`src/design/ippd_pkg.sv`:
```
// ----------------------------------------------------------------------------
// ippd_pkg
// Shared types and constants for the pulse-position frame decoder: register
// indexes, reset values of the configuration registers and the command and
// status groups between controller and datapath.
// ----------------------------------------------------------------------------
package ippd_pkg;

  // Number of bit cells in one frame, cell 0 is the start cell.
  localparam int CELLS  = 10;
  localparam int CELL_W = $clog2(CELLS);

  // Configuration register indexes.
  localparam int CFG_ADDR_W = 3;
  localparam int CFG_DATA_W = 16;
  localparam logic [CFG_ADDR_W-1:0] REG_BIT_CELL    = 3'd0;
  localparam logic [CFG_ADDR_W-1:0] REG_FRAME_GAP   = 3'd1;
  localparam logic [CFG_ADDR_W-1:0] REG_MIN_SPACING = 3'd2;
  localparam logic [CFG_ADDR_W-1:0] REG_TOLERANCE   = 3'd3;
  localparam logic [CFG_ADDR_W-1:0] REG_PHASE       = 3'd4;

  // Register reset values.
  localparam logic [11:0] BIT_CELL_RST    = 12'd440;
  localparam logic [15:0] FRAME_GAP_RST   = 16'd2500;
  localparam logic [9:0]  MIN_SPACING_RST = 10'd80;
  localparam logic [15:0] TOLERANCE_RST   = 16'd170;
  localparam logic [12:0] PHASE_RST       = 13'd0;

  // Largest slot distance, also the start value of the nearest-pulse search.
  localparam logic [15:0] DIST_MAX = 16'hFFFF;

  // Event kinds carried on the input tuser bit.
  localparam logic FUNC_EDGE = 1'b0;
  localparam logic FUNC_POLL = 1'b1;

  // Commands from the controller to the datapath.
  typedef struct packed {
    logic              capture;    // register the accepted input item
    logic              edge_evt;   // apply a falling-edge event
    logic              dec_init;   // start decoding the open frame
    logic              slot_init;  // compute slot target, restart search
    logic              rd_issue;   // read the next stored pulse
    logic              next_cell;  // advance the cell base time
    logic              slot_done;  // fold the search result into the cell
    logic              load_out;   // load the result and close the frame
    logic              zero_slot;  // current slot is the half-cell slot
    logic [CELL_W-1:0] cell_idx;   // current cell number
  } cmd_t;

  // Status from the datapath to the controller.
  typedef struct packed {
    logic is_poll;    // captured item is a poll tick
    logic pending;    // a frame is open
    logic expired;    // frame window has run out at the captured time
    logic any_pulse;  // at least one pulse offset is stored
    logic scan_last;  // the read being issued is the last stored pulse
    logic out_busy;   // output register holds a result not taken this cycle
  } stat_t;

endpackage

```
`src/design/ir_pulse_position_frame_decoder.sv`:
```
// ----------------------------------------------------------------------------
// ir_pulse_position_frame_decoder
// Decodes ten-cell pulse-position infrared frames with odd parity from
// time-stamped falling-edge and poll events.
//
//   Channel  Dir  Signals                     Contents
//   in       in   in_tvalid/tready/tdata/tuser tdata: now_us[31:0];
//                                             tuser: func
//   out      out  out_tvalid/tready/tdata     scancode, frame_good, cell_bits,
//                                             unknown_cells, pulses_seen,
//                                             overflowed
//   cfg      in   cfg_wr_en/addr/wdata        five registers, write only
//
// An edge or a poll that does not decode is only captured and evaluated.
// A decoding poll also searches all stored pulses for both slots of each of
// cells 1 to 9 and then loads the result; the single read port of the pulse
// store, one pulse per cycle, sets the length of this search.
// Reset is synchronous and clears the frame and the registers to defaults.
// A new item is accepted while a result waits; a finished decode waits only
// if the previous result has not been taken.
// ----------------------------------------------------------------------------
module ir_pulse_position_frame_decoder #(
  parameter int MAX_PULSES = 24,
  localparam int CNT_W = $clog2(MAX_PULSES + 1),
  localparam int OUT_W = ((30 + CNT_W + 7) / 8) * 8
) (
  input  logic                            clk,
  input  logic                            rst_n,
  // Input events.
  input  logic                            in_tvalid,
  output logic                            in_tready,
  input  logic [31:0]                     in_tdata,   // now_us[31:0]
  input  logic [0:0]                      in_tuser,   // func
  // Results.
  output logic                            out_tvalid,
  input  logic                            out_tready,
  // scancode[7:0], frame_good, cell_bits[9:0], unknown_cells[9:0],
  // pulses_seen[CNT_W-1:0], overflowed, zero fill
  output logic [OUT_W-1:0]                out_tdata,
  // Configuration writes.
  input  logic                            cfg_wr_en,
  input  logic [ippd_pkg::CFG_ADDR_W-1:0] cfg_addr,
  input  logic [ippd_pkg::CFG_DATA_W-1:0] cfg_wdata
);

  import ippd_pkg::*;

  cmd_t  cmd;
  stat_t stat;

  ippd_ctrl u_ctrl (
    .clk       (clk),
    .rst_n     (rst_n),
    .in_tvalid (in_tvalid),
    .in_tready (in_tready),
    .stat      (stat),
    .cmd       (cmd)
  );

  ippd_datapath #(
    .MAX_PULSES (MAX_PULSES)
  ) u_datapath (
    .clk        (clk),
    .rst_n      (rst_n),
    .cfg_wr_en  (cfg_wr_en),
    .cfg_addr   (cfg_addr),
    .cfg_wdata  (cfg_wdata),
    .in_func    (in_tuser[0]),
    .in_now     (in_tdata),
    .cmd        (cmd),
    .stat       (stat),
    .out_tready (out_tready),
    .out_tvalid (out_tvalid),
    .out_tdata  (out_tdata)
  );

endmodule

```
`src/design/ippd_ram.sv`:
```
// ----------------------------------------------------------------------------
// ippd_ram
// Generic single-write, single-read RAM with registered read data.
// ----------------------------------------------------------------------------
module ippd_ram #(
  parameter int WIDTH = 16,
  parameter int DEPTH = 24,
  localparam int ADDR_W = (DEPTH > 1) ? $clog2(DEPTH) : 1
) (
  input  logic              clk,
  input  logic              we,
  input  logic [ADDR_W-1:0] waddr,
  input  logic [WIDTH-1:0]  wdata,
  input  logic              re,
  input  logic [ADDR_W-1:0] raddr,
  output logic [WIDTH-1:0]  rdata
);

  logic [WIDTH-1:0] mem [DEPTH];
  logic [WIDTH-1:0] rdata_r;

  // Write port and registered read port.
  always_ff @(posedge clk) begin
    if (we) begin
      mem[waddr] <= wdata;
    end
    if (re) begin
      rdata_r <= mem[raddr];
    end
  end

  assign rdata = rdata_r;

endmodule

```
`src/design/ippd_datapath.sv`:
```
// ----------------------------------------------------------------------------
// ippd_datapath
// Configuration registers, frame state, pulse offset store, nearest-pulse
// search per slot, cell result registers and the output register.
// ----------------------------------------------------------------------------
module ippd_datapath #(
  parameter int MAX_PULSES = 24,
  localparam int CNT_W  = $clog2(MAX_PULSES + 1),
  localparam int ADDR_W = (MAX_PULSES > 1) ? $clog2(MAX_PULSES) : 1,
  localparam int OUT_W  = ((30 + CNT_W + 7) / 8) * 8
) (
  input  logic                            clk,
  input  logic                            rst_n,
  input  logic                            cfg_wr_en,
  input  logic [ippd_pkg::CFG_ADDR_W-1:0] cfg_addr,
  input  logic [ippd_pkg::CFG_DATA_W-1:0] cfg_wdata,
  input  logic                            in_func,
  input  logic [31:0]                     in_now,
  input  ippd_pkg::cmd_t                  cmd,
  output ippd_pkg::stat_t                 stat,
  input  logic                            out_tready,
  output logic                            out_tvalid,
  output logic [OUT_W-1:0]                out_tdata
);

  import ippd_pkg::*;

  // Configuration registers.
  logic [11:0]        bit_cell_r;
  logic [15:0]        frame_gap_r;
  logic [9:0]         min_spacing_r;
  logic [15:0]        tolerance_r;
  logic signed [12:0] phase_r;
  logic [16:0]        window_r;

  // Captured input item.
  logic        func_r;
  logic [31:0] now_r;

  // Frame state.
  logic             pending_r;
  logic [31:0]      start_r;
  logic [31:0]      last_r;
  logic [CNT_W-1:0] total_r;
  logic             ovf_r;

  // Decode working registers.
  logic [16:0]       base_r;
  logic [15:0]       target_r;
  logic [15:0]       best_r;
  logic [15:0]       d1_r;
  logic              one_r;
  logic [ADDR_W-1:0] rd_idx_r;
  logic              cmp_en_r;
  logic [CELLS-1:0]  bits_r;
  logic [CELLS-1:0]  unknown_r;

  // Output register.
  logic             out_valid_r;
  logic [7:0]       o_scancode_r;
  logic             o_ok_r;
  logic [CELLS-1:0] o_raw_r;
  logic [CELLS-1:0] o_unknown_r;
  logic [CNT_W-1:0] o_pulses_r;
  logic             o_ovf_r;

  logic [31:0]        since_last;
  logic [31:0]        since_start;
  logic               spaced;
  logic               store_room;
  logic               ram_we;
  logic [15:0]        ram_rdata;
  logic [16:0]        slot_sum;
  logic signed [18:0] slot_s;
  logic [15:0]        slot_clamped;
  logic [15:0]        pulse_dist;
  logic               present;
  logic               parity_odd;

  // Configuration writes; an index beyond the list is ignored.
  always_ff @(posedge clk) begin
    if (!rst_n) begin
      bit_cell_r    <= BIT_CELL_RST;
      frame_gap_r   <= FRAME_GAP_RST;
      min_spacing_r <= MIN_SPACING_RST;
      tolerance_r   <= TOLERANCE_RST;
      phase_r       <= PHASE_RST;
    end else if (cfg_wr_en) begin
      unique case (cfg_addr)
        REG_BIT_CELL:    bit_cell_r    <= cfg_wdata[11:0];
        REG_FRAME_GAP:   frame_gap_r   <= cfg_wdata;
        REG_MIN_SPACING: min_spacing_r <= cfg_wdata[9:0];
        REG_TOLERANCE:   tolerance_r   <= cfg_wdata;
        REG_PHASE:       phase_r       <= cfg_wdata[12:0];
        default: ;
      endcase
    end
  end

  // Frame window, ten cells plus the gap; ten times is eight plus two.
  always_ff @(posedge clk) begin
    window_r <= {2'b00, bit_cell_r, 3'b000} + {4'b0000, bit_cell_r, 1'b0}
              + {1'b0, frame_gap_r};
  end

  // Capture of the accepted item.
  always_ff @(posedge clk) begin
    if (cmd.capture) begin
      func_r <= in_func;
      now_r  <= in_now;
    end
  end

  // Edge spacing and store checks.
  assign since_last  = now_r - last_r;
  assign since_start = now_r - start_r;
  assign spaced      = since_last >= {22'd0, min_spacing_r};
  assign store_room  = total_r < CNT_W'(MAX_PULSES);
  assign ram_we      = cmd.edge_evt && pending_r && spaced && store_room;

  // Frame state: opened by the first edge, filled by spaced edges,
  // closed when the result is loaded.
  always_ff @(posedge clk) begin
    if (!rst_n) begin
      pending_r <= 1'b0;
      start_r   <= '0;
      last_r    <= '0;
      total_r   <= '0;
      ovf_r     <= 1'b0;
    end else if (cmd.edge_evt) begin
      if (!pending_r) begin
        pending_r <= 1'b1;
        start_r   <= now_r;
        last_r    <= now_r;
        total_r   <= '0;
        ovf_r     <= 1'b0;
      end else if (spaced) begin
        last_r <= now_r;
        if (store_room) begin
          total_r <= total_r + 1'b1;
        end else begin
          ovf_r <= 1'b1;
        end
      end
    end else if (cmd.load_out) begin
      pending_r <= 1'b0;
      total_r   <= '0;
      ovf_r     <= 1'b0;
    end
  end

  ippd_ram #(
    .WIDTH (16),
    .DEPTH (MAX_PULSES)
  ) u_offsets (
    .clk   (clk),
    .we    (ram_we),
    .waddr (total_r[ADDR_W-1:0]),
    .wdata (since_start[15:0]),
    .re    (cmd.rd_issue),
    .raddr (rd_idx_r),
    .rdata (ram_rdata)
  );

  // Slot time: cell base plus half a cell for the zero slot, shifted by the
  // phase offset and clamped to 16 bits.
  assign slot_sum = base_r + (cmd.zero_slot ? {6'd0, bit_cell_r[11:1]} : 17'd0);
  assign slot_s   = $signed({2'b00, slot_sum}) + $signed({{6{phase_r[12]}}, phase_r});

  always_comb begin
    if (slot_s < 0) begin
      slot_clamped = 16'd0;
    end else if (slot_s > $signed({3'b000, DIST_MAX})) begin
      slot_clamped = DIST_MAX;
    end else begin
      slot_clamped = slot_s[15:0];
    end
  end

  // Distance of the stored pulse read last cycle to the slot.
  assign pulse_dist = (ram_rdata > target_r) ? ram_rdata - target_r : target_r - ram_rdata;

  // Search control: read index and compare enable.
  always_ff @(posedge clk) begin
    if (!rst_n) begin
      rd_idx_r <= '0;
      cmp_en_r <= 1'b0;
    end else begin
      cmp_en_r <= cmd.rd_issue;
      if (cmd.slot_init) begin
        rd_idx_r <= '0;
      end else if (cmd.rd_issue) begin
        rd_idx_r <= rd_idx_r + 1'b1;
      end
    end
  end

  // Nearest-pulse search and cell results.
  assign present = (total_r != '0) && (best_r <= tolerance_r);

  always_ff @(posedge clk) begin
    if (cmd.dec_init) begin
      base_r    <= {5'd0, bit_cell_r};
      bits_r    <= CELLS'(1);
      unknown_r <= '0;
    end else if (cmd.next_cell) begin
      base_r <= base_r + {5'd0, bit_cell_r};
    end
    if (cmd.slot_init) begin
      target_r <= slot_clamped;
      best_r   <= DIST_MAX;
    end else if (cmp_en_r && (pulse_dist < best_r)) begin
      best_r <= pulse_dist;
    end
    if (cmd.slot_done) begin
      if (!cmd.zero_slot) begin
        one_r <= present;
        d1_r  <= best_r;
      end else if (!one_r && !present) begin
        unknown_r[cmd.cell_idx] <= 1'b1;
      end else if (one_r && (!present || (d1_r <= best_r))) begin
        bits_r[cmd.cell_idx] <= 1'b1;
      end
    end
  end

  // Odd parity over the data and parity cells.
  assign parity_odd = ^bits_r[CELLS-1:1];

  // Output register, refilled only when empty or being taken.
  always_ff @(posedge clk) begin
    if (!rst_n) begin
      out_valid_r <= 1'b0;
    end else if (cmd.load_out) begin
      out_valid_r <= 1'b1;
    end else if (out_tready) begin
      out_valid_r <= 1'b0;
    end
  end

  always_ff @(posedge clk) begin
    if (cmd.load_out) begin
      o_scancode_r <= bits_r[8:1];
      o_ok_r       <= !ovf_r && (unknown_r == '0) && parity_odd;
      o_raw_r      <= bits_r;
      o_unknown_r  <= unknown_r;
      o_pulses_r   <= total_r;
      o_ovf_r      <= ovf_r;
    end
  end

  assign out_tvalid = out_valid_r;
  assign out_tdata  = OUT_W'({o_ovf_r, o_pulses_r, o_unknown_r, o_raw_r, o_ok_r,
                              o_scancode_r});

  // Status toward the controller.
  always_comb begin
    stat.is_poll   = (func_r == FUNC_POLL);
    stat.pending   = pending_r;
    stat.expired   = since_start >= {15'd0, window_r};
    stat.any_pulse = (total_r != '0);
    stat.scan_last = (CNT_W'(rd_idx_r) + 1'b1) == total_r;
    stat.out_busy  = out_valid_r && !out_tready;
  end

endmodule

```
`src/design/ippd_ctrl.sv`:
```
// ----------------------------------------------------------------------------
// ippd_ctrl
// Controller state machine: takes one item, applies an edge or checks a poll;
// on a decode it walks cells 1 to 9, two slots each, through the pulse search.
// ----------------------------------------------------------------------------
module ippd_ctrl (
  input  logic            clk,
  input  logic            rst_n,
  input  logic            in_tvalid,
  output logic            in_tready,
  input  ippd_pkg::stat_t stat,
  output ippd_pkg::cmd_t  cmd
);

  import ippd_pkg::*;

  localparam logic [2:0] S_IDLE  = 3'd0;
  localparam logic [2:0] S_EVAL  = 3'd1;
  localparam logic [2:0] S_TGT   = 3'd2;
  localparam logic [2:0] S_SCAN  = 3'd3;
  localparam logic [2:0] S_DRAIN = 3'd4;
  localparam logic [2:0] S_SLOT  = 3'd5;
  localparam logic [2:0] S_DONE  = 3'd6;

  localparam logic [CELL_W-1:0] CELL_FIRST = CELL_W'(1);
  localparam logic [CELL_W-1:0] CELL_LAST  = CELL_W'(CELLS - 1);

  logic [2:0]        state_r, state_nxt;
  logic [CELL_W-1:0] cell_r, cell_nxt;
  logic              slot_r, slot_nxt;

  always_ff @(posedge clk) begin
    if (!rst_n) begin
      state_r <= S_IDLE;
      cell_r  <= CELL_FIRST;
      slot_r  <= 1'b0;
    end else begin
      state_r <= state_nxt;
      cell_r  <= cell_nxt;
      slot_r  <= slot_nxt;
    end
  end

  assign in_tready = (state_r == S_IDLE);

  // Next state and commands.
  always_comb begin
    state_nxt     = state_r;
    cell_nxt      = cell_r;
    slot_nxt      = slot_r;
    cmd           = '0;
    cmd.zero_slot = slot_r;
    cmd.cell_idx  = cell_r;
    unique case (state_r)
      S_IDLE: begin
        if (in_tvalid) begin
          cmd.capture = 1'b1;
          state_nxt   = S_EVAL;
        end
      end
      S_EVAL: begin
        if (!stat.is_poll) begin
          cmd.edge_evt = 1'b1;
          state_nxt    = S_IDLE;
        end else if (stat.pending && stat.expired) begin
          cmd.dec_init = 1'b1;
          cell_nxt     = CELL_FIRST;
          slot_nxt     = 1'b0;
          state_nxt    = S_TGT;
        end else begin
          state_nxt = S_IDLE;
        end
      end
      S_TGT: begin
        cmd.slot_init = 1'b1;
        state_nxt     = stat.any_pulse ? S_SCAN : S_DRAIN;
      end
      S_SCAN: begin
        cmd.rd_issue = 1'b1;
        if (stat.scan_last) begin
          state_nxt = S_DRAIN;
        end
      end
      S_DRAIN: begin
        state_nxt = S_SLOT;
      end
      S_SLOT: begin
        cmd.slot_done = 1'b1;
        if (!slot_r) begin
          slot_nxt  = 1'b1;
          state_nxt = S_TGT;
        end else if (cell_r == CELL_LAST) begin
          state_nxt = S_DONE;
        end else begin
          cmd.next_cell = 1'b1;
          cell_nxt      = cell_r + 1'b1;
          slot_nxt      = 1'b0;
          state_nxt     = S_TGT;
        end
      end
      S_DONE: begin
        if (!stat.out_busy) begin
          cmd.load_out = 1'b1;
          state_nxt    = S_IDLE;
        end
      end
      default: begin
        state_nxt = S_IDLE;
      end
    endcase
  end

endmodule

```
`config.mk`:
```
export PLATFORM = sky130hd
export DESIGN_NAME = ir_pulse_position_frame_decoder
export DESIGN_NICKNAME = d
export VERILOG_FILES = /design/src/design/ippd_pkg.sv /design/src/design/ir_pulse_position_frame_decoder.sv /design/src/design/ippd_ram.sv /design/src/design/ippd_datapath.sv /design/src/design/ippd_ctrl.sv
export SDC_FILE = /design/constraint.sdc
export NUM_CORES = 1
export LEC_CHECK = 0
export ABC_CLOCK_PERIOD_IN_PS = 6850
export BUFFER_PORTS_ARGS = -buffer_cell sky130_fd_sc_hd__buf_4
export CAP_MARGIN = 20
export CORE_MARGIN = 4
export CORE_UTILIZATION = 30
export DETAILED_ROUTE_END_ITERATION = 12
export GPL_TIMING_DRIVEN = 0
export HOLD_SLACK_MARGIN = 0.05
export SETUP_SLACK_MARGIN = 0.02
export SKIP_LAST_GASP = 1
export SYNTH_ARGS = -nofsm -noshare
export SYNTH_HDL_FRONTEND = slang
export SYNTH_SLANG_ARGS = --single-unit
```
`constraint.sdc`:
```
create_clock -name clk -period 6.85 [get_ports clk]
set_input_delay 0.685 -clock clk [delete_from_list [all_inputs] [get_ports clk]]
set_output_delay 0.685 -clock clk [all_outputs]
set_load 0.1 [all_outputs]
```
# After elaboration in Yosys (flattened, before gate mapping)
# Memories as Yosys holds them, arrays and structs flattened. A register that Yosys moved wholly into a read port is not among the register bits.
# Cells that the tools add are included.
# Widths: inputs -> output; s select.
[op_classes]
n_addsub = 12
mul = 0
div_mod_pow = 0
order_cmp = 11
n_eq_ne = 23
shifts = 0
muxes = 65
bitwise = 5
reduce_logical = 40
[op_table]
columns = ["operator", "n"]
rows = [
  ["$mux 10", 9],
  ["$mux 32", 2],
  ["$sub 32x32->32", 2],
  ["$ge 32x10->1", 1],
  ["$ge 32x17->1", 1],
  ["$le 16x16->1", 2],
  ["$mux 16", 2],
  ["$sub 16x16->16", 2],
  ["$mux 1", 26],
  ["$mux 5", 5],
  ["$mux 12", 2],
  ["$pmux 3 s7", 1],
  ["$or 10x10->10", 2],
  ["$add 18x13->19", 1],
  ["$gt 19x17->1 const B", 1],
  ["$lt 19x1->1 const B", 1],
  ["$mux 3", 6],
  ["$add 17x11->17", 1],
  ["$add 17x12->17", 1],
  ["$add 17x16->17", 1],
  ["$add 15x13->16", 1],
  ["$gt 16x16->1", 1],
  ["$lt 16x16->1", 1],
  ["$mux 4", 4],
  ["other kinds (31)", 80],
]
[totals]
register_bits = 324
latch_bits = 0
mem_bits_rw = 384
rom_bits = 0
wordCells = 190
mem_count = 1
[memory_table]
columns = ["name", "words", "word_bits", "rd", "rd_ports_with_merged_regs", "wr", "line", "rtl"]
rows = [
  ["u_datapath.u_offsets.mem", 24, 16, 1, 1, 1, "ippd_ram.sv:19", "logic [WIDTH-1:0] mem [DEPTH];"],
]

# Depth between registers and ports, before layout
# Gate-level depths: netlist of run 1.
[logic_depth]
ltp_word = 12
ltp_mapped = 28
ltp_nobuf = 26

# By module
# A second synthesis of run 1 with hierarchy kept.
[hier_totals]
hier_cells = 3225
hier_area_um2 = 37045.5
[by_module_without_submodules]
columns = ["mod", "instances", "cells_each", "area_per_inst_um2", "seq_area_each_um2"]
rows = [
  ["ippd_datapath", 1, 2433, 21085.2, 7216.9],
  ["ippd_ram", 1, 723, 15414.8, 12011.5],
  ["ippd_ctrl", 1, 69, 545.5, 160.2],
]

# Worst setup path before layout of run 1
# No wires, ideal clock.
[synth_path]
path_type = "register -> register"
start = "register u_datapath.now_r[0]"
end = "register u_datapath.base_r[0] (enable)"
setup_time_ns = 0.330
arrival_ns = 5.089
t_required_ns = 6.520
path_slack_ns = 1.432
path_stages_with_launch = 28
path_buffers = 2
synth_period_minus_slack_ns = 5.418
cell_sequence = "edfxtp_1 inv_1 ha_1 inv_1 fa_1 a21o_1 a21oi_1 o211ai_1 and2_1 a21o_1 a21oi_1 o21bai_1 a21oi_1 xnor2_1 ha_1 a21o_1 a21oi_1 nor2b_1 o21ai_0 nand4_1 a2111oi_0 nand3_1 nor4_1 nand4_1 o21ai_4 buf_6 buf_6 nand2_1"
[synth_via]
elab_chain_len = 7
[synth_rtl]
columns = ["item", "line", "rtl"]
rows = [
  ["start: declaration", "ippd_datapath.sv:38", "logic [31:0] now_r;"],
  ["start signal: assignment", "ippd_datapath.sv:110", "now_r <= in_now;"],
  ["$sub 32x32->32", "ippd_datapath.sv:116", "assign since_start = now_r - start_r;"],
  ["via u_datapath.since_start[12]", "ippd_datapath.sv:68", "logic [31:0] since_start;"],
  ["$ge 32x17->1", "ippd_datapath.sv:260", "stat.expired = since_start >= {15'd0, window_r};"],
  ["$logic_and 1x1->1", "ippd_ctrl.sv:65", "end else if (stat.pending && stat.expired) begin"],
  ["$mux 1", "ippd_ctrl.sv:65", ""],
  ["$mux 1", "ippd_ctrl.sv:62", "if (!stat.is_poll) begin"],
  ["$mux 2", "ippd_ctrl.sv:54", "unique case (state_r)"],
  ["$reduce_bool 2->1 (no line)", "-", ""],
  ["end signal: assignment", "ippd_datapath.sv:203", "base_r <= {5'd0, bit_cell_r};"],
  ["end signal: assignment", "ippd_datapath.sv:207", "base_r <= base_r + {5'd0, bit_cell_r};"],
  ["end: declaration", "ippd_datapath.sv:48", "logic [16:0] base_r;"],
]
# The timed path passes the listed nets, and every way through them passes these cells.
# A chain may end at the register's enable or synchronous reset.

# Final worst setup path of run 1
[layout_path]
start = "register u_datapath.now_r[0]"
end = "register u_datapath.base_r[9] (enable)"
# The elaborated chain is that of the path after synthesis.

==> results of run 1 <==
[worst max-delay path, delay by kind of cell (launching register included)]
kind,cells,cell delay (ns)
flip-flops,1,0.45
AND/OR/NAND/NOR,7,1.24
adder cells (fa/ha/maj),3,0.86
AO/OA/AOI/OAI,12,2.56
XOR/XNOR,1,0.22
buffers and inverters,5,0.70
[where the power goes]
part	internal, uW	switching [uW]	leakage (uW)
logic	456	774	0.00798
clock network	2480	1810	0.00129
registers	4820	82.0	0.00634
total	7750	2660	0.0156
[cells in the mapped netlist (8+ instances only)]
| cell type | instances | area share (%) |
|---|---|---|
| nand3_1 | 49 | 0.66 |
| o211ai_1 | 23 | 0.47 |
| o21bai_1 | 12 | 0.24 |
| nand2b_1 | 24 | 0.41 |
| dfxtp_1 | 211 | 11 |
| buf_4 | 16 | 0.33 |
| inv_1 | 230 | 2.3 |
| mux2i_1 | 74 | 2.0 |
| edfxtp_1 | 505 | 41 |
| xnor2_1 | 85 | 2.0 |
| mux2_2 | 8 | 0.24 |
| a21o_1 | 54 | 1.1 |
| o2bb2ai_1 | 17 | 0.40 |
| mux4_2 | 112 | 6.8 |
| nor3_1 | 41 | 0.56 |
| or2_2 | 10 | 0.17 |
| buf_1 | 16 | 0.16 |
| and3_1 | 45 | 0.76 |
| a21oi_1 | 166 | 2.3 |
| clkbuf_1 | 87 | 0.88 |
| nor2b_1 | 33 | 0.56 |
| nand2_1 | 386 | 3.9 |
| nor4_1 | 8 | 0.14 |
| a211oi_1 | 18 | 0.37 |
| nor2_1 | 135 | 1.4 |
| o21ai_0 | 119 | 1.6 |
| o31ai_1 | 16 | 0.33 |
| a21boi_0 | 104 | 2.1 |
| and2_1 | 31 | 0.53 |
| or3_1 | 10 | 0.17 |
| xor2_1 | 39 | 0.93 |
| a31oi_1 | 16 | 0.27 |
| fa_1 | 9 | 0.49 |
| buf_2 | 9 | 0.12 |
| ha_1 | 243 | 8.2 |
| nand4_1 | 26 | 0.44 |
| o21a_1 | 28 | 0.57 |
[state kept, by name, indices dropped and copies added, names as in the netlist, 12 cells and up]
register / flops
u_datapath.base_r: 17
u_datapath.best_r: 16
u_datapath.bit_cell_r: 12
u_datapath.d1_r: 16
u_datapath.frame_gap_r: 16
u_datapath.last_r: 32
u_datapath.now_r: 32
u_datapath.phase_r: 13
u_datapath.start_r: 32
u_datapath.target_r: 16
u_datapath.tolerance_r: 16
u_datapath.u_offsets.mem: 384
u_datapath.u_offsets.rdata: 16
u_datapath.window_r: 17
[what timing repair did]
action                                  CTS  global route
endpoints found under the setup margin   12            36
pin swaps                                 0             1
gates resized for setup                   1             5
hold buffers                              0             0
setup buffers                             0             2
[kinds of logic (layout without fill, tap and decap cells)]
group | after synthesis | in the layout | synth area share [%]
AOI/OAI and AO/OA | 664 | 664 | 12.2
xor gates and xnor gates | 124 | 124 | 2.94
adders and majority gates | 252 | 252 | 8.72
buffers and inverters | 366 | 623 | 4.06
DFF | 716 | 716 | 52.5
muxes | 200 | 200 | 9.27
other | 1 | 8 | 0.0102
and+or+nand+nor | 824 | 824 | 10.3
[cell type report]
class | count | area share, %
Antenna cell | 3 | 0.0176
Buffer | 135 | 1.48
Clock buffer | 98 | 5.01
Clock inverter | 46 | 1.17
Inverter | 231 | 2.03
Multi-Input combinational cell | 2069 | 37.8
Sequential cell | 716 | 45.4
Tap cell | 1625 | 4.76
Timing Repair Buffer | 113 | 2.35
[path summary, 6_finish.rpt]
kind | endpoint | slack, ns | depth (start not counted)
hold reg to reg | u_datapath.window_r[0] | 0.44 | 0
setup / recovery | u_datapath.base_r[9] | 0.47 | 28
hold / removal | u_datapath.now_r[24] | 0.22 | 1
setup reg to reg | u_datapath.base_r[9] | 0.47 | 28
[per-layer routing]
metal	GRT usage (%)	up-vias
met3	3.34	128
met5	0	-
li1	-	11900
met2	22.5	703
met1	20.7	12000
met4	4.08	4
[through the flow]
stage,TNS [ns],hold WS [ns]
detailed placement,-1.11,0.392
global placement,-32.41,0.386
floorplan,0,0.331
finish,0,0.216
CTS,0,0.178
global route,-0.0534,0.188
==> results.sh, run 1 <==
export IMPL_status="finished clean"
export IMPL_wl_met3_mm=7.16
export IMPL_p_per_area_mw_per_mm2=244
export IMPL_ios=99
export IMPL_clk_insertion_delay_late_ns=0.65
export IMPL_avgSynthCellArea_sq_um=11.7
export IMPL_hpwl_mm=71.9
export IMPL_multi_input_area_sq_mm=0.0162
export IMPL_crit_arrival_ns=6.69
export IMPL_final_setup_worst_slack_ns=0.466
export IMPL_post_drt_wl_per_cell_microns=19.0
export IMPL_gp_congestion=0.884
export IMPL_ys_seq_area_share_pct=52.5
export IMPL_timing_final_hold_violations=0
export IMPL_rsz0062_at_grt="yes"
export IMPL_nNetsFinal=3654
export IMPL_p_leak_uw=0.0156
export IMPL_syn_instance_count=3147
export IMPL_rows=128
export IMPL_placed_area_sq_mm=0.0400
export IMPL_viasPerCell=4.92
export IMPL_crit_slowest_cell="edfxtp_1"
export IMPL_drtPass1Iterations=5
export IMPL_regArea_sq_mm=0.0194
export IMPL_dieArea_sq_mm=0.129
export IMPL_crit_start="u_datapath.now_r[0]"
export IMPL_stdcell_count=5036
export IMPL_final_common_cell="edfxtp_1"
export IMPL_stdcell_area_sq_mm=0.0427
export IMPL_grt_pass1_vias=24100
export IMPL_die_x_microns=359
export IMPL_postRouteAntennaNets=0
export IMPL_n_fill_cell=12000
export IMPL_antenna_found_initial=4
export IMPL_cp_start_kind="register"
export IMPL_skew_ns=0.0436
export IMPL_worst_pin_slew_ns=1.02
export IMPL_syn2layout_area_growth_pct=15.8
export IMPL_clk_path_buf_depth=3
export IMPL_met1Wirelength_mm=43.8
export IMPL_wl_met2_mm=42.1
export IMPL_grt_usage_pct=14.7
export IMPL_irDropWorstVdd_uv=207
export IMPL_slew_viol_final=0
export IMPL_drc=0
export IMPL_dp_slack_ns=-0.0934
export IMPL_cp_required_ns=7.15
export IMPL_maxCapViolCount=0
export IMPL_drive_above_1_share_pct=12.9
export IMPL_path_clk_slew_ns=0.06
export IMPL_die_h_microns=359
export IMPL_max_slew_margin_pct=32.3
export IMPL_vias=24800
export IMPL_synth_seq_cells=716
export IMPL_grt_overflow_total=0
export IMPL_fin_crit_ns=6.38
export IMPL_crit_fanout=12
export IMPL_coreArea_sq_mm=0.122
export IMPL_port_buffers=92
export IMPL_reg2reg_from="u_datapath.now_r[0]"
export IMPL_final_cell_mix="505 x edfxtp_1, 385 x nand2_1, 243 x ha_1"
export IMPL_synth_edff_count=505
export IMPL_hp_start="in_tdata[24]"
export IMPL_drt_wl_total_mm=95.5
export IMPL_dominantRegCellSynth="edfxtp_1"
export IMPL_tritoncts="done"
export IMPL_async_reset_ff_share_pct=0
export IMPL_finalPower_uw=10400
export IMPL_cts_htree_levels=3
export IMPL_drtIter0Drc=1783
export IMPL_fin_crit_sh_pct=93.2
export IMPL_root_buffer="clkbuf_16"
export IMPL_syn_area_sq_mm=0.0369
export IMPL_grt_pass1_wl_mm=145
export IMPL_cts_buffers=79
export IMPL_yosysWarnings=0
export IMPL_fin_util_pct=35.0
export IMPL_min_path_type="input port to register"
export IMPL_setup_violations=0
export IMPL_critical_path_class="register to register"
export IMPL_timing_fmax_mhz=157
export IMPL_end_kind="register"
export IMPL_initial_core_util_pct=30.2
export IMPL_grt_max_degree=34
export IMPL_max_stage_delay_ns=0.45
export IMPL_cts_sinks=716
export IMPL_routed_top_layer="met5"
export IMPL_numPlacedInstances=4884
export IMPL_synthDistinctLibCells=92
Note: power is estimated with default switching activity, not from simulation.
==> run 2, diff against run 1 <==
Settings changed: CORE_UTILIZATION 30 to 32.
==> run 2 against run 1 <==
Worst setup slack worse by 0.054 ns. Non-clock buffer count grew 1. Count of clock-buffer cells in the layout down 1. Flip-flop and latch count unchanged. Cell count decreased by 2.1%. Global-route usage is 0.92 points higher. Clock power fell by 4%. Worst hold slack gained 0.016 ns.
==> results.sh, run 2 (same netlist as run 1, synthesis figures left out) <==
export IMPL_crit_slowest_cell="edfxtp_1"
export IMPL_timing_fmax_mhz=155
export IMPL_grt_pass1_wl_mm=146
export IMPL_drtIter0Drc=2028
export IMPL_critical_path_class="register to register"
export IMPL_grt_max_degree=33
export IMPL_tns_ns=0
export IMPL_clk_insertion_delay_late_ns=0.64
export IMPL_wl_met2_mm=43.3
export IMPL_worst_pin_slew_ns=1.04
export IMPL_routed_top_layer="met5"
export IMPL_cp_required_ns=7.15
export IMPL_setup_violations=0
export IMPL_hold_buffers=0
export IMPL_path_clk_slew_ns=0.06
export IMPL_post_drt_wl_per_cell_microns=19.4
export IMPL_status="finished clean"
export IMPL_antenna_found_initial=8
export IMPL_ios=99
export IMPL_p_per_area_mw_per_mm2=241
export IMPL_clk_path_buf_depth=3
export IMPL_crit_start="u_datapath.now_r[0]"
export IMPL_placed_area_sq_mm=0.0399
export IMPL_timing_final_hold_violations=0
export IMPL_irDropWorstVdd_uv=173
export IMPL_cts_sinks=716
export IMPL_port_buffers=92
export IMPL_worstRegToRegCells=28
export IMPL_viasPerCell=5.07
export IMPL_slew_viol_final=0
export IMPL_rsz0062_at_grt="no"
export IMPL_met1Wirelength_mm=42.8
export IMPL_die_h_microns=348
export IMPL_max_slew_margin_pct=30.4
export IMPL_gp_congestion=0.945
export IMPL_syn2layout_area_growth_pct=15.2
export IMPL_final_setup_worst_slack_ns=0.412
export IMPL_root_buffer="clkbuf_16"
export IMPL_hpwl_mm=72.5
export IMPL_final_common_cell="edfxtp_1"
export IMPL_dp_slack_ns=-0.0354
export IMPL_drc=0
export IMPL_grt_pass1_vias=24200
export IMPL_dieArea_sq_mm=0.121
export IMPL_hp_start="in_tdata[25]"
export IMPL_fin_crit_ns=6.44
export IMPL_skew_ns=0.0285
export IMPL_coreArea_sq_mm=0.115
export IMPL_largest_reg_flops=384
export IMPL_reg2reg_from="u_datapath.now_r[0]"
export IMPL_p_leak_uw=0.0156
export IMPL_grt_usage_pct=15.6
export IMPL_max_stage_delay_ns=0.47
export IMPL_end_kind="register"
export IMPL_drt_wl_total_mm=95.9
export IMPL_final_cell_mix="505 x edfxtp_1, 385 x nand2_1, 243 x ha_1"
export IMPL_postRouteAntennaNets=0
export IMPL_fin_crit_sh_pct=94.0
export IMPL_drtPass1Iterations=6
export IMPL_die_x_microns=348
export IMPL_finalPower_uw=10200
export IMPL_worstHoldPathCells=1
export IMPL_maxCapViolCount=0
export IMPL_drive_above_1_share_pct=12.8
export IMPL_min_path_type="input port to register"
export IMPL_cts_buffers=77
export IMPL_stdcell_area_sq_mm=0.0425
export IMPL_tritoncts="done"
export IMPL_cp_start_kind="register"
export IMPL_rows=124
export IMPL_nNetsFinal=3653
export IMPL_initial_core_util_pct=32.2
export IMPL_grt_overflow_total=0
export IMPL_cts_htree_levels=3
export IMPL_regMostFlops="u_datapath.u_offsets.mem"
export IMPL_wl_met3_mm=6.99
export IMPL_crit_fanout=12
export IMPL_vias=25000
export IMPL_crit_arrival_ns=6.74
==> run 2: cell types whose count changed in the layout (fill, tap and decap cells not counted), sizes merged <==
cell | previous run | this run
clkinv | 36 | 37
inv | 234 | 235
diode | 3 | 9
bufinv | 6 | 4
==> run 2: cell type report <==
class	instances	area, sq um
tap	1512	1890
clock buffer	97	2100
antenna	9	22.5
buffer	135	633
sequential	716	19400
fill	11200	72000
multi-input combinational	2069	16200
timing repair buffer	114	1020
inverter	231	867
clock inverter	46	400
==> run 2: what timing repair did <==
item / in CTS / in global routing
endpoints found under the setup margin: 12 / 34
pin swaps: 0 / 1
gates resized for setup: 1 / 10
setup buffers: 0 / 2
==> run 2: path summary, 6_finish.rpt <==
path	to	slack [ns]
hold reg to reg	u_datapath.window_r[0]	0.36
setup reg to reg	u_datapath.base_r[9]	0.41
setup / recovery	u_datapath.base_r[9]	0.41
hold / removal	u_datapath.now_r[25]	0.23
==> run 2: report_power, final <==
part / internal, uW / total [uW] / switching (uW)
logic: 459 / 1230 / 773
registers: 4820 / 4900 / 79.0
clock network: 2350 / 4110 / 1760
total: 7630 / 10200 / 2610
==> run 2: metrics by stage <==
step	utilization, %	hold WS (ns)	cells
2_1_floorplan	-	0.331	3151
3_3_place_gp	34.5	0.344	4755
3_5_place_dp	34.8	0.350	4773
4_1_cts	37.0	0.188	4916
5_1_grt	37.1	0.203	4920
6_report	37.1	0.232	4929
==> run 2: layer usage <==
layer	up-vias	track usage, %
met5	-	0.903
met1	12100	21.6
met3	145	3.09
met2	743	24.6
met4	6	4.69
li1	12000	-
==> run 2: worst max-delay path: cells and delay by family (launching register included) <==
kind                     cells  cell delay [ns]
AO/OA/AOI/OAI               12             2.56
XOR/XNOR                     1             0.24
adder cells (fa/ha/maj)      3             0.87
buffers and inverters        5             0.73
flip-flops                   1             0.47
AND/OR/NAND/NOR              7             1.22
